File: src/rtl/swmq_pkg.sv
// swmq_pkg: shared types and constants of the sliding window maximum queue
// depends on nothing
`default_nettype none

package swmq_pkg;

    localparam int WINDOW_LIMIT_DEF = 1024;
    localparam int SAMPLE_BITS_DEF  = 32;
    localparam int SAMPLE_W         = 32;
    localparam int DROP_W           = 11;

    typedef enum logic [0:0] {
        ST_IDLE,
        ST_DROP
    } state_t;

    // broadcast command to every cell
    typedef struct packed {
        logic push;
        logic shift;
        logic clear;
    } cell_cmd_t;

endpackage

`default_nettype wire

File: src/rtl/swmq_cell.sv
// swmq_cell: one queue entry with value, arrival stamp and valid bit
// depends on swmq_pkg
`default_nettype none

module swmq_cell #(
    parameter int SAMPLE_BITS = 32,
    parameter int STAMP_W     = 11
) (
    input  wire logic                   clk,
    input  wire logic                   rst_n,
    input  wire swmq_pkg::cell_cmd_t    cmd,
    input  wire logic [SAMPLE_BITS-1:0] push_value,
    input  wire logic [STAMP_W-1:0]     push_stamp,
    input  wire logic                   prev_survive,
    input  wire logic                   next_valid,
    input  wire logic [SAMPLE_BITS-1:0] next_value,
    input  wire logic [STAMP_W-1:0]     next_stamp,
    output logic                        valid,
    output logic [SAMPLE_BITS-1:0]      value,
    output logic [STAMP_W-1:0]          stamp,
    output logic                        survive
);
    import swmq_pkg::*;

    logic                   valid_reg, valid_next;
    logic [SAMPLE_BITS-1:0] value_reg, value_next;
    logic [STAMP_W-1:0]     stamp_reg, stamp_next;

    // entries strictly decrease toward the tail, so survivors form a prefix
    assign survive = valid_reg && (value_reg > push_value);

    always_comb
    begin
        valid_next = valid_reg;
        value_next = value_reg;
        stamp_next = stamp_reg;
        if (cmd.clear)
        begin
            valid_next = 1'b0;
        end
        else if (cmd.push)
        begin
            if (!survive)
            begin
                valid_next = prev_survive;
                value_next = push_value;
                stamp_next = push_stamp;
            end
        end
        else if (cmd.shift)
        begin
            valid_next = next_valid;
            value_next = next_value;
            stamp_next = next_stamp;
        end
    end

    always_ff @(posedge clk or negedge rst_n)
    begin
        if (!rst_n)
        begin
            valid_reg <= 1'b0;
        end
        else
        begin
            valid_reg <= valid_next;
        end
    end

    always_ff @(posedge clk)
    begin
        value_reg <= value_next;
        stamp_reg <= stamp_next;
    end

    assign valid = valid_reg;
    assign value = value_reg;
    assign stamp = stamp_reg;

endmodule

`default_nettype wire

File: config.mk
export PLATFORM = sky130hd
export DESIGN_NAME = swmq_cell
export DESIGN_NICKNAME = d
export VERILOG_FILES = /design/src/rtl/swmq_pkg.sv /design/src/rtl/swmq_cell.sv
export SDC_FILE = /design/constraint.sdc
export NUM_CORES = 1
export LEC_CHECK = 0
export BUFFER_PORTS_ARGS = -buffer_cell sky130_fd_sc_hd__buf_4
export CAP_MARGIN = 15
export CORE_MARGIN = 2
export CORE_UTILIZATION = 42
export CTS_CLUSTER_DIAMETER = 120
export DETAILED_ROUTE_END_ITERATION = 10
export GPL_ROUTABILITY_DRIVEN = 0
export HOLD_SLACK_MARGIN = 0.05
export PLACE_DENSITY = 0.87
export SETUP_SLACK_MARGIN = 0.15
export SYNTH_ARGS = -nofsm -noshare
export SYNTH_HDL_FRONTEND = slang
export SYNTH_SLANG_ARGS = --single-unit
File: constraint.sdc
create_clock -name clk -period 3.8 [get_ports clk]
set_clock_uncertainty 0.15 [all_clocks]
set_input_delay 0.38 -clock clk [delete_from_list [all_inputs] [get_ports clk]]
set_output_delay 0.38 -clock clk [all_outputs]
set_load 0.01 [all_outputs]
* Word-level counts from Yosys, hierarchy flattened
Cells that the tools add are included.
** Word-level totals
- Register bits :: 44
- Bits in latches :: 0
- Bits in writable memories :: 0
- Bits in read-only memories :: 0
- Input bits :: 93
- Output and inout port bits :: 45
- Word-level logic and storage cells :: 22
- Memories :: 0
** Cells by class
- Add/sub/neg operators :: 0
- $mul :: 0
- Divide/modulo/power cells :: 0
- $lt $le $gt $ge :: 1
- Equal/unequal tests :: 2
- Shifts and indexed selects :: 0
- Multiplexer cells :: 10
- Bitwise logic cells :: 1
- Reductions and logical operators :: 5
** Operators by type and width (number)
- $mux 32 :: 3
- $mux 11 :: 3
- $gt 32x32->1 :: 1
- $mux 1 :: 4
- $ne 3x3->1 const B :: 1
- $reduce_and 3->1 :: 1
- $reduce_bool 3->1 :: 1
- $ne 2x2->1 const B :: 1
- $reduce_and 2->1 :: 1
- $reduce_bool 2->1 :: 1
- $logic_and 1x1->1 :: 1
- $not 1->1 :: 1

* Depth between registers and ports, before layout
Gate-level depths: netlist of run 1.
- Depth in word-level cells :: 5
- Gate-level depth with buffers :: 8
- Depth with buffers taken out :: 8

* Worst setup path before layout of run 1
No wires, ideal clock.
- Kind :: reg-to-reg
- Start :: reg value_reg[18] (netlist: value[18])
- End :: reg stamp_reg[0] (netlist: stamp[0]), enable pin
- Setup time :: 439 ps
- Arrival :: 3560 ps
- Data required time :: 3211 ps
- Slack :: -349 ps
- Stages on the path, launching flop included :: 8
- Buffers on the path :: 0
- Clock period less this slack :: 4149 ps
- Cells stage by stage :: edfxtp_1 > ha_1 > and3_4 > a221o_1 > a2bb2oi_2 > nand2_1 > o21a_2 > a211oi_2
** Between the ends
- Cells in the longest elaborated chain, start to end :: 4
** RTL lines
- start, declared :: RTL line swmq_cell.sv:26 : logic [SAMPLE_BITS-1:0] value_reg, value_next;
- start signal, assigned :: RTL line swmq_cell.sv:72 : value_reg <= value_next;
- $gt 32x32->1 :: RTL line swmq_cell.sv:30 : assign survive = valid_reg && (value_reg > push_value);
- $logic_and 1x1->1 :: RTL line swmq_cell.sv:30
- named net survive :: RTL line swmq_cell.sv:21 : output logic survive
- $ne 2x2->1 (no source line)
- $reduce_and 3->1 (no source line)
- end signal, assigned :: RTL line swmq_cell.sv:73 : stamp_reg <= stamp_next;
- end, declared :: RTL line swmq_cell.sv:27 : logic [STAMP_W-1:0] stamp_reg, stamp_next;
The timed path passes the listed nets, and every way through them passes these cells.
A chain may end at the register's enable or synchronous reset.

* Worst setup path in the final report of run 1
- Start :: reg value_reg[18] (netlist: value[18])
- End :: reg value_reg[0] (netlist: value[0]), enable pin
** Between the ends
- Cells in the longest elaborated chain, start to end :: 4
** RTL lines (RTL line)
- $gt 32x32->1 :: swmq_cell.sv:30
- $logic_and 1x1->1 :: swmq_cell.sv:30
- $ne 2x2->1 (no source line)
- $reduce_and 3->1 (no source line)
No other way between the ends.

==> out/metrics.cfg, run 1 <==
[status]
status = finished, final reports clean

[finish]
synthToLayoutAreaGrowth_pct = 45.4
largest_reg_flops = 32
fillers = 517
layout-drive-gt1-share_pct = 54.9
num_antenna_cells = 0
nets = 479

[critical_path]
critPathArrivalTime_ns = 2.84
cpPeakStageDelay_ns = 0.51
slowest_stage = buf_4
critical_path.top_delay_family = compound AO/OA/AOI/OAI gates
crit_type = reg -> reg
path_max_fanout = 43
startpoint_type = flip-flop
cp_cell_sequence = ha_1, and3_4, a221o_1, a2bb2oi_2, nand2_1, o21a_2, a211oi_4, buf_4
endpoint_kind = flip-flop
path_buf_inv = 1
crit_required_ns = 3.59

[grt]
grt_usage_pct = 18.1
overflow = 0
antenna_found_initial = 0
grt_pass1_vias = 2307
grt_pass1_wl_um = 10500
grt_max_degree = 47

[clocking]
cts.sinks = 44
insertion_delay_ns = 0.29
numCtsBuffers = 5
clockBufferDepth = 2
clk_pin_slew_ns = 0.09
cts_tree = built
htreeDepth = 2
clockRootBuffer = clkbuf_8

[sta]
period_minus_slack_ns = 3.05
setup_viol = 0
hold_viol = 0
setup_ws_ns = 0.751
fmax_ghz = 0.328
hold_ws_ns = 0.168
finalSetupTns_ns = 0
period_share_pct = 80.2
maxSlewHeadroom_pct = 59.9
rsz0062_at_grt = false
maxSlewViolCount = 0
tightest_slew_ns = 0.602

[detailed_routing]
vias = 2167
drtPass1Iterations = 4
wl_met1_um = 2490
wl_met2_um = 3380
dr_wl_met3_um = 388
dr.first_iter.drc_count = 92
ant_nets = 0
wl_um = 6360
vias_per_cell = 5.02
top_layer_used = met4
wl_per_cell_um = 14.7
drc = 0

[die]
die_area_um2 = 7160
die_y_um = 84.6
die_w_um = 84.6
fp-row-count = 29
core-area_um2 = 6310
ios = 138
initial_utilization_pct = 43.3

[placement]
hpwl_um = 5130
place_ws_ns = 0.656
port_buffers = 137

[synth]
ys_ff_latch = 44
synthCells = 213
syn_area_per_cell_um2 = 12.8
async_flop_share_pct = 2.27
yosys.area.top_type_share_pct = 47.3
yosysTopAreaCell = edfxtp_1
ys.flop_type = edfxtp_1
synth_edf_count = 43
synthTopCellsByArea = edfxtp_1 (47%), mux2_2 (18%), ha_1 (15%)
yosys_warnings = 0
synth-seq-area-share_pct = 48.2
synth.distinct_cells = 35
ys_top_cells_by_count = edfxtp_1 (43), mux2_2 (43), inv_1 (34)
syn-num-nets = 338
syn_area_um2 = 2730

[job]
cap_violations = 0

[pwr]
peakVddDrop_v = 0.000240
static-leakage-power_nw = 1.87
p_per_area_nw_per_um2 = 318

[worst_hold_path]
hp-class = in -> reg

layout make-up:
| type | count | area (µm²) | area share (%) |
|---|---|---|---|
| Sequential cell | 44 | 1320 | 33.2 |
| Inverter | 34 | 128 | 3.21 |
| Clock buffer | 6 | 72.6 | 1.83 |
| Timing Repair Buffer | 139 | 1050 | 26.3 |
| Tap cell | 77 | 96.3 | 2.43 |
| Multi-Input combinational cell | 130 | 1280 | 32.1 |
| Clock inverter | 2 | 35.0 | 0.882 |
final timing paths:
path,from,to,slack (ns),cells past startpoint
max,value[18],value[0],0.75,8
min reg2reg,valid,valid,0.59,3
min,prev_survive,valid,0.17,2
max in group asynchronous,rst_n,valid,3.18,2
min in group asynchronous,rst_n,valid,0.23,2
max reg2reg,value[18],value[0],0.75,8
layer usage:
metal / GRT usage (%) / up-vias
met5: 0 / -
met2: 32.0 / 84
met1: 21.8 / 1003
met3: 4.23 / 10
li1: - / 1070
met4: 5.77 / 0
where the power goes:
part | switching [mW] | internal, mW
logic | 0.133 | 0.178
registers | 0.0172 | 0.577
clock network | 0.161 | 0.195
cell usage in the layout, fill, tap and decap left out, drive strengths merged, types with 2 or more instances in the layout:
cell type and n:
nand3 2, a21o 2, clkbuf 6, buf 138
a211oi 2, ha 32, nand4 6, nand2 7
nor4 2, mux2 43, nor2 3, o21ai 3
a21oi 13, inv 34, edfxtp 43, o21a 2
per-stage QoR:
| step | std cells | instance area [µm²] | util, % | total power, mW |
|---|---|---|---|---|
| global placement | 423 | 3850 | 61.0 | 0.909 |
| finish | 432 | 3970 | 62.9 | 1.26 |
| global route | 432 | 3970 | 62.9 | 1.33 |
| floorplan | 213 | 2740 | - | 0.758 |
| detailed placement | 423 | 3850 | 61.0 | 0.920 |
| CTS | 432 | 3970 | 62.9 | 1.28 |
logic make-up after synthesis:
group / synth area share [%]
mux: 18.1
flops: 48.2
buf+inv: 5.36
fa+ha+maj: 14.7
compound gates: 7.83
simple gates: 5.86
what timing repair did:
| action | in CTS | in global routing |
|---|---|---|
| gates resized for setup | 0 | 0 |
| endpoints found under the setup margin | 0 | 0 |
| hold buffers | 1 | 0 |
| hold endpoints to repair | 1 | 0 |
| setup buffers | 0 | 0 |
Note: power is estimated with default switching activity, not from simulation.
==> run 2, diff against run 1 <==
--- a/config.mk
+++ b/config.mk
@@ -8,12 +8,12 @@
 export BUFFER_PORTS_ARGS = -buffer_cell sky130_fd_sc_hd__buf_4
 export CAP_MARGIN = 15
 export CORE_MARGIN = 2
-export CORE_UTILIZATION = 42
+export CORE_UTILIZATION = 46
 export CTS_CLUSTER_DIAMETER = 120
 export DETAILED_ROUTE_END_ITERATION = 10
 export GPL_ROUTABILITY_DRIVEN = 0
 export HOLD_SLACK_MARGIN = 0.05
-export PLACE_DENSITY = 0.87
+export PLACE_DENSITY = 0.9
 export SETUP_SLACK_MARGIN = 0.15
 export SYNTH_ARGS = -nofsm -noshare
 export SYNTH_HDL_FRONTEND = slang
==> constraint.sdc (replaced) <==
create_clock -name clk -period 2.86 [get_ports clk]
set_clock_uncertainty 0.15 [all_clocks]
set_input_delay 0.286 -clock clk [delete_from_list [all_inputs] [get_ports clk]]
set_output_delay 0.286 -clock clk [all_outputs]
set_load 0.01 [all_outputs]
==> run 2 against run 1 <==
Against the previous run: maximum frequency rose by 11%; clock-buffer cell count down 1; sequential share of layout area decreased by 2.1 points; cell count increased by 3.5%; register-to-register slack got worse by 0.64 ns; wire length up 9.9%; critical path depth increased by 1; final area rose by 6.7%; critical endpoint is now value[7]; global-route usage increased by 2.4 points; first-iteration DRC count shrank 47%; combinational power rose by 54%; clock power is 8.7% higher.
==> out/metrics.cfg, run 2 (synthesis results as in run 1) <==
[status]
status = finished, final reports clean

[clocking]
clockRootBuffer = clkbuf_8
clockBufferDepth = 2
htreeDepth = 2
cts.sinks = 44
insertion_delay_ns = 0.29
clk_pin_slew_ns = 0.09
cts_tree = built
numCtsBuffers = 5

[detailed_routing]
drc = 0
dr.first_iter.drc_count = 49
vias = 2315
ant_nets = 0
wl_um = 7000
drtPass1Iterations = 4
vias_per_cell = 5.18
wl_per_cell_um = 15.7

[critical_path]
endpoint_kind = flip-flop
path_max_fanout = 12
critPathArrivalTime_ns = 2.62
r2r_start = value[23]
startpoint_type = flip-flop
startpoint = value[23]
crit_required_ns = 2.73
slowest_stage = edfxtp_1
cpPeakStageDelay_ns = 0.42
crit_type = reg -> reg
cp_cell_sequence = ha_1, a211oi_2, o21ai_1, a221oi_2, nand2_1, o21a_2, a211oi_4, buf_6, buf_12
critical_path.top_delay_family = compound AO/OA/AOI/OAI gates
path_buf_inv = 2

[sta]
tightest_slew_ns = 0.608
period_share_pct = 96.1
setup_ws_ns = 0.111
setup_viol = 0
rsz0062_at_grt = true
finalSetupTns_ns = 0
period_minus_slack_ns = 2.75
hold_viol = 0
fmax_ghz = 0.364
maxSlewViolCount = 0
maxSlewHeadroom_pct = 59.5

[pwr]
power.switching_uw = 445
comb_power_share_pct = 28.9
p_per_area_nw_per_um2 = 391
intPower_mw = 1.21
static-leakage-power_nw = 1.96
swShare_pct = 26.8
peakVddDrop_v = 0.000249
clockPowerShare_pct = 23.3
power_frac_seq_pct = 47.8

[finish]
nets = 496
num_antenna_cells = 0
layout-drive-gt1-share_pct = 59.9
seq_area_um2 = 1320
largest_reg_flops = 32
design_area_um2 = 4240
multi_input_area_um2 = 1390
fillers = 405
final_common_cell = buf_4
synthToLayoutAreaGrowth_pct = 55.2
mostFrequentLayoutCells = buf_4 (148), mux2_2 (43), edfxtp_1 (43)

[placement]
placed_area_um2 = 3860
port_buffers = 137
place_ws_ns = 0.104
hpwl_um = 5180

[die]
die_w_um = 81.1
core-area_um2 = 5820
fp-row-count = 28
die_area_um2 = 6570
die_y_um = 81.1
initial_utilization_pct = 47.0
ios = 138

[grt]
overflow = 0
grt_pass1_vias = 2292
grt_pass1_wl_um = 10300
grt_usage_pct = 20.5
grt_max_degree = 47
antenna_found_initial = 0

[job]
cap_violations = 0

[worst_hold_path]
hp-class = in -> reg
worstHoldStart = prev_survive

-- run 2: layout make-up --
| type | count | area share, % |
|---|---|---|
| flip-flops and latches | 44 | 31.1 |
| multi-input cells | 130 | 32.9 |
| well taps | 75 | 2.21 |
| clock buffers | 5 | 1.62 |
| inverters | 34 | 3.01 |
| repair buffers | 156 | 28.9 |
| clock inverters | 3 | 0.325 |
-- run 2: final timing paths --
check,cells after the start,slack [ns],endpoint
setup / recovery,9,0.11,value[7]
hold / removal,2,0.08,valid
setup reg to reg,9,0.11,value[7]
hold reg to reg,3,0.64,valid
max in group asynchronous,2,2.31,valid
min in group asynchronous,2,0.16,valid
-- run 2: layer usage --
metal / share of wire, % / wire length, µm / GRT usage [%]
met1: 39 / 2740 / 24.1
met2: 53 / 3680 / 37.5
met3: 5.3 / 368 / 3.11
met4: 3.0 / 211 / 7.97
met5: 0 / 0 / 0
-- run 2: what timing repair did --
action | 4_1_cts | 5_1_grt
hold buffers | 1 | 0
setup buffers | 4 | 9
hold endpoints to repair | 1 | 0
setup endpoints to repair | 43 | 44
resized for setup | 20 | 8
gates cloned | 2 | 0
pin swaps | 4 | 10
-- run 2: metrics by stage --
step	utilization, %	hold slack [ns]	power [mW]	cells
2_1_floorplan	-	-0.160	1.01	213
3_3_place_gp	66.5	-0.0861	1.21	423
3_5_place_dp	66.5	-0.0835	1.22	423
4_1_cts	70.5	0.0740	1.64	438
5_1_grt	72.9	0.0783	1.74	447
6_report	72.9	0.0828	1.66	447
-- run 2: power groups by stage --
stage / clock [mW] / sequential [mW] / combinational (mW)
4_1_cts: 0.392 / 0.791 / 0.453
2_1_floorplan: 0 / 0.824 / 0.184
5_1_grt: 0.421 / 0.798 / 0.524
6_report: 0.387 / 0.793 / 0.479
3_5_place_dp: 0 / 0.804 / 0.420
3_3_place_gp: 0 / 0.802 / 0.407
==> run 3, diff against run 2 <==
--- a/config.mk
+++ b/config.mk
@@ -5,6 +5,7 @@
 export SDC_FILE = /design/constraint.sdc
 export NUM_CORES = 1
 export LEC_CHECK = 0
+export ABC_AREA = 1
 export BUFFER_PORTS_ARGS = -buffer_cell sky130_fd_sc_hd__buf_4
 export CAP_MARGIN = 15
 export CORE_MARGIN = 2
==> constraint.sdc (replaced) <==
create_clock -name clk -period 2.86 [get_ports clk]
set_clock_uncertainty 0.15 [all_clocks]
set_input_delay 0.429 -clock clk [delete_from_list [all_inputs] [get_ports clk]]
set_output_delay 0.429 -clock clk [all_outputs]
set_load 0.01 [all_outputs]
==> run 3 against run 2 <==
Against the previous run: sequential power decreased by 1%; clock-buffer cell count unchanged; clock power rose by 69%; non-clock buffer count down 15; maximum frequency up 9.5%; largest cell class is now flip-flops and latches.
==> out/metrics.cfg, run 3 <==
[sta]
maxSlewHeadroom_pct = 54.5
rsz0062_at_grt = false
hold_ws_ns = 0.239
finalSetupTns_ns = 0
tightest_slew_ns = 0.682
period_share_pct = 87.8
maxSlewViolCount = 0
fmax_ghz = 0.398
setup_viol = 0
period_minus_slack_ns = 2.51
hold_viol = 0
setup_ws_ns = 0.348

[clocking]
cts_tree = built
numCtsBuffers = 5
clockRootBuffer = clkbuf_8
cts_resized = 0
cts.sinks = 44
insertion_delay_ns = 0.30
htreeDepth = 2
clk_pin_slew_ns = 0.09
clockBufferDepth = 2
cts_setup_buffers = 0

[synth]
yosys_warnings = 0
syn_area_per_cell_um2 = 8.73
synth.distinct_cells = 22
syn_area_um2 = 2710
ys_ff_latch = 44
synthTopCellsByArea = edfxtp_1 (48%), nand2_1 (15%), ha_1 (15%)
ys_top_cells_by_count = nand2_1 (112), edfxtp_1 (43), inv_1 (39)
synth-seq-area-share_pct = 48.5
yosysMostFrequentCell = nand2_1
synthCells = 311
ys.flop_type = edfxtp_1
async_flop_share_pct = 2.27
yosysTopAreaCell = edfxtp_1
yosys.area.top_type_share_pct = 47.6
synth_edf_count = 43
syn-num-nets = 436

[detailed_routing]
ant_nets = 0
drtPass1Iterations = 4
vias_per_cell = 4.83
drc = 0
wl_per_cell_um = 13.1
vias = 2526
wl_um = 6870
dr.first_iter.drc_count = 71

[critical_path]
critPathArrivalTime_ns = 1.93
slowest_stage = edfxtp_1
endpoint_kind = output pin
startpoint_type = flip-flop
path_buf_inv = 2
crit_type = reg -> out
cp_cell_sequence = ha_1, nand2_1, nand2_1, nand3_1, nand2_1, a21oi_1, nand2_1, nand2_1, nand2_2, nand2_2, inv_1, buf_4
path_max_fanout = 2
cpPeakStageDelay_ns = 0.43
crit_top_cell = nand2_1
critical_path.top_delay_family = simple AND/OR/NAND/NOR gates
crit_required_ns = 2.28

[placement]
hpwl_um = 5500
port_buffers = 137
place_ws_ns = 0.249
placed_area_um2 = 3840

[die]
initial_utilization_pct = 48.4
die_w_um = 80.8
die_area_um2 = 6530
ios = 138
fp-row-count = 27
core-area_um2 = 5610
die_y_um = 80.8

[finish]
largest_reg_flops = 32
seq_area_um2 = 1320
mostFrequentLayoutCells = buf_4 (139), nand2_1 (110), edfxtp_1 (43)
design_area_um2 = 4010
layout-drive-gt1-share_pct = 35.7
multi_input_area_um2 = 1210
fillers = 415
num_antenna_cells = 0
nets = 575
final_common_cell = buf_4
synthToLayoutAreaGrowth_pct = 47.8

[worst_hold_path]
hp-class = in -> reg

[grt]
overflow = 0
antenna_found_initial = 0
grt_max_degree = 78
grt_usage_pct = 21.9
grt_pass1_vias = 2559
grt_pass1_wl_um = 11000

[status]
status = finished, final reports clean

[job]
cap_violations = 0

[pwr]
peakVddDrop_v = 0.000263
static-leakage-power_nw = 2.05
p_total_mw = 1.83
p_per_area_nw_per_um2 = 456

## run 3: cell count changes in the layout (fill, tap and decap cells not counted), sizes merged, moves of 3 or more
cell    change
mux2       -43
bufinv      +3
buf        -15
nand4       -4
nor2       +11
o21ai      +30
inv         +7
nand2     +106
## run 3: path summary, 6_finish.rpt
check                                 to  slack (ns)  cells past startpoint           from
worst max register to register  value[4]        0.38                     13       value[9]
min in group asynchronous          valid        0.32                      2          rst_n
max in group asynchronous          valid        2.16                      2          rst_n
worst min-delay path            stamp[5]        0.24                      3  next_stamp[5]
worst max-delay path             survive        0.35                     12       value[9]
worst min register to register     valid        0.43                      2          valid
## run 3: worst min-delay path: stages
cell	delay, ns
buf_4	0.07
nand2_1	0.04
nand2_1	0.04
## run 3: timing repair
action | in CTS | in global routing
endpoints found under the setup margin | 0 | 0
endpoints found under the hold margin | 1 | 0
hold buffers | 1 | 0
## run 3: power breakdown
part	switching, mW	internal (mW)	total, mW
clock	0.217	0.437	0.654
combinational	0.190	0.202	0.392
sequential	0.0209	0.761	0.782
total	0.428	1.40	1.83
## run 3: metal layers
| metal | wire length (µm) | track usage, % |
|---|---|---|
| met1 | 2730 | 25.3 |
| met2 | 3560 | 40.3 |
| met3 | 471 | 5.00 |
| met4 | 107 | 6.44 |
| met5 | 0 | 0 |
## run 3: per-stage QoR
step / std cells / util [%]
final: 523 / 71.5
after global routing: 523 / 71.5
after CTS: 523 / 71.5
after detailed placement: 514 / 68.5
after global placement: 514 / 68.5
after floorplan: 311 / -
## run 3: area by class of cell
class,instances,share of cell area (%)
Clock inverter,3,2.25
Timing Repair Buffer,141,26.8
Sequential cell,44,32.8
Tap cell,72,2.25
Clock buffer,5,1.72
Multi-Input combinational cell,216,30.3
Inverter,42,3.93
## run 3: cells by family after synthesis
logic type / Yosys count / share of synthesized area (%)
AOI/OAI and AO/OA: 51 / 10.1
and+or+nand+nor: 133 / 19.4
adders and majority gates: 32 / 14.8
DFF: 44 / 48.5
buffers and inverters: 51 / 7.24
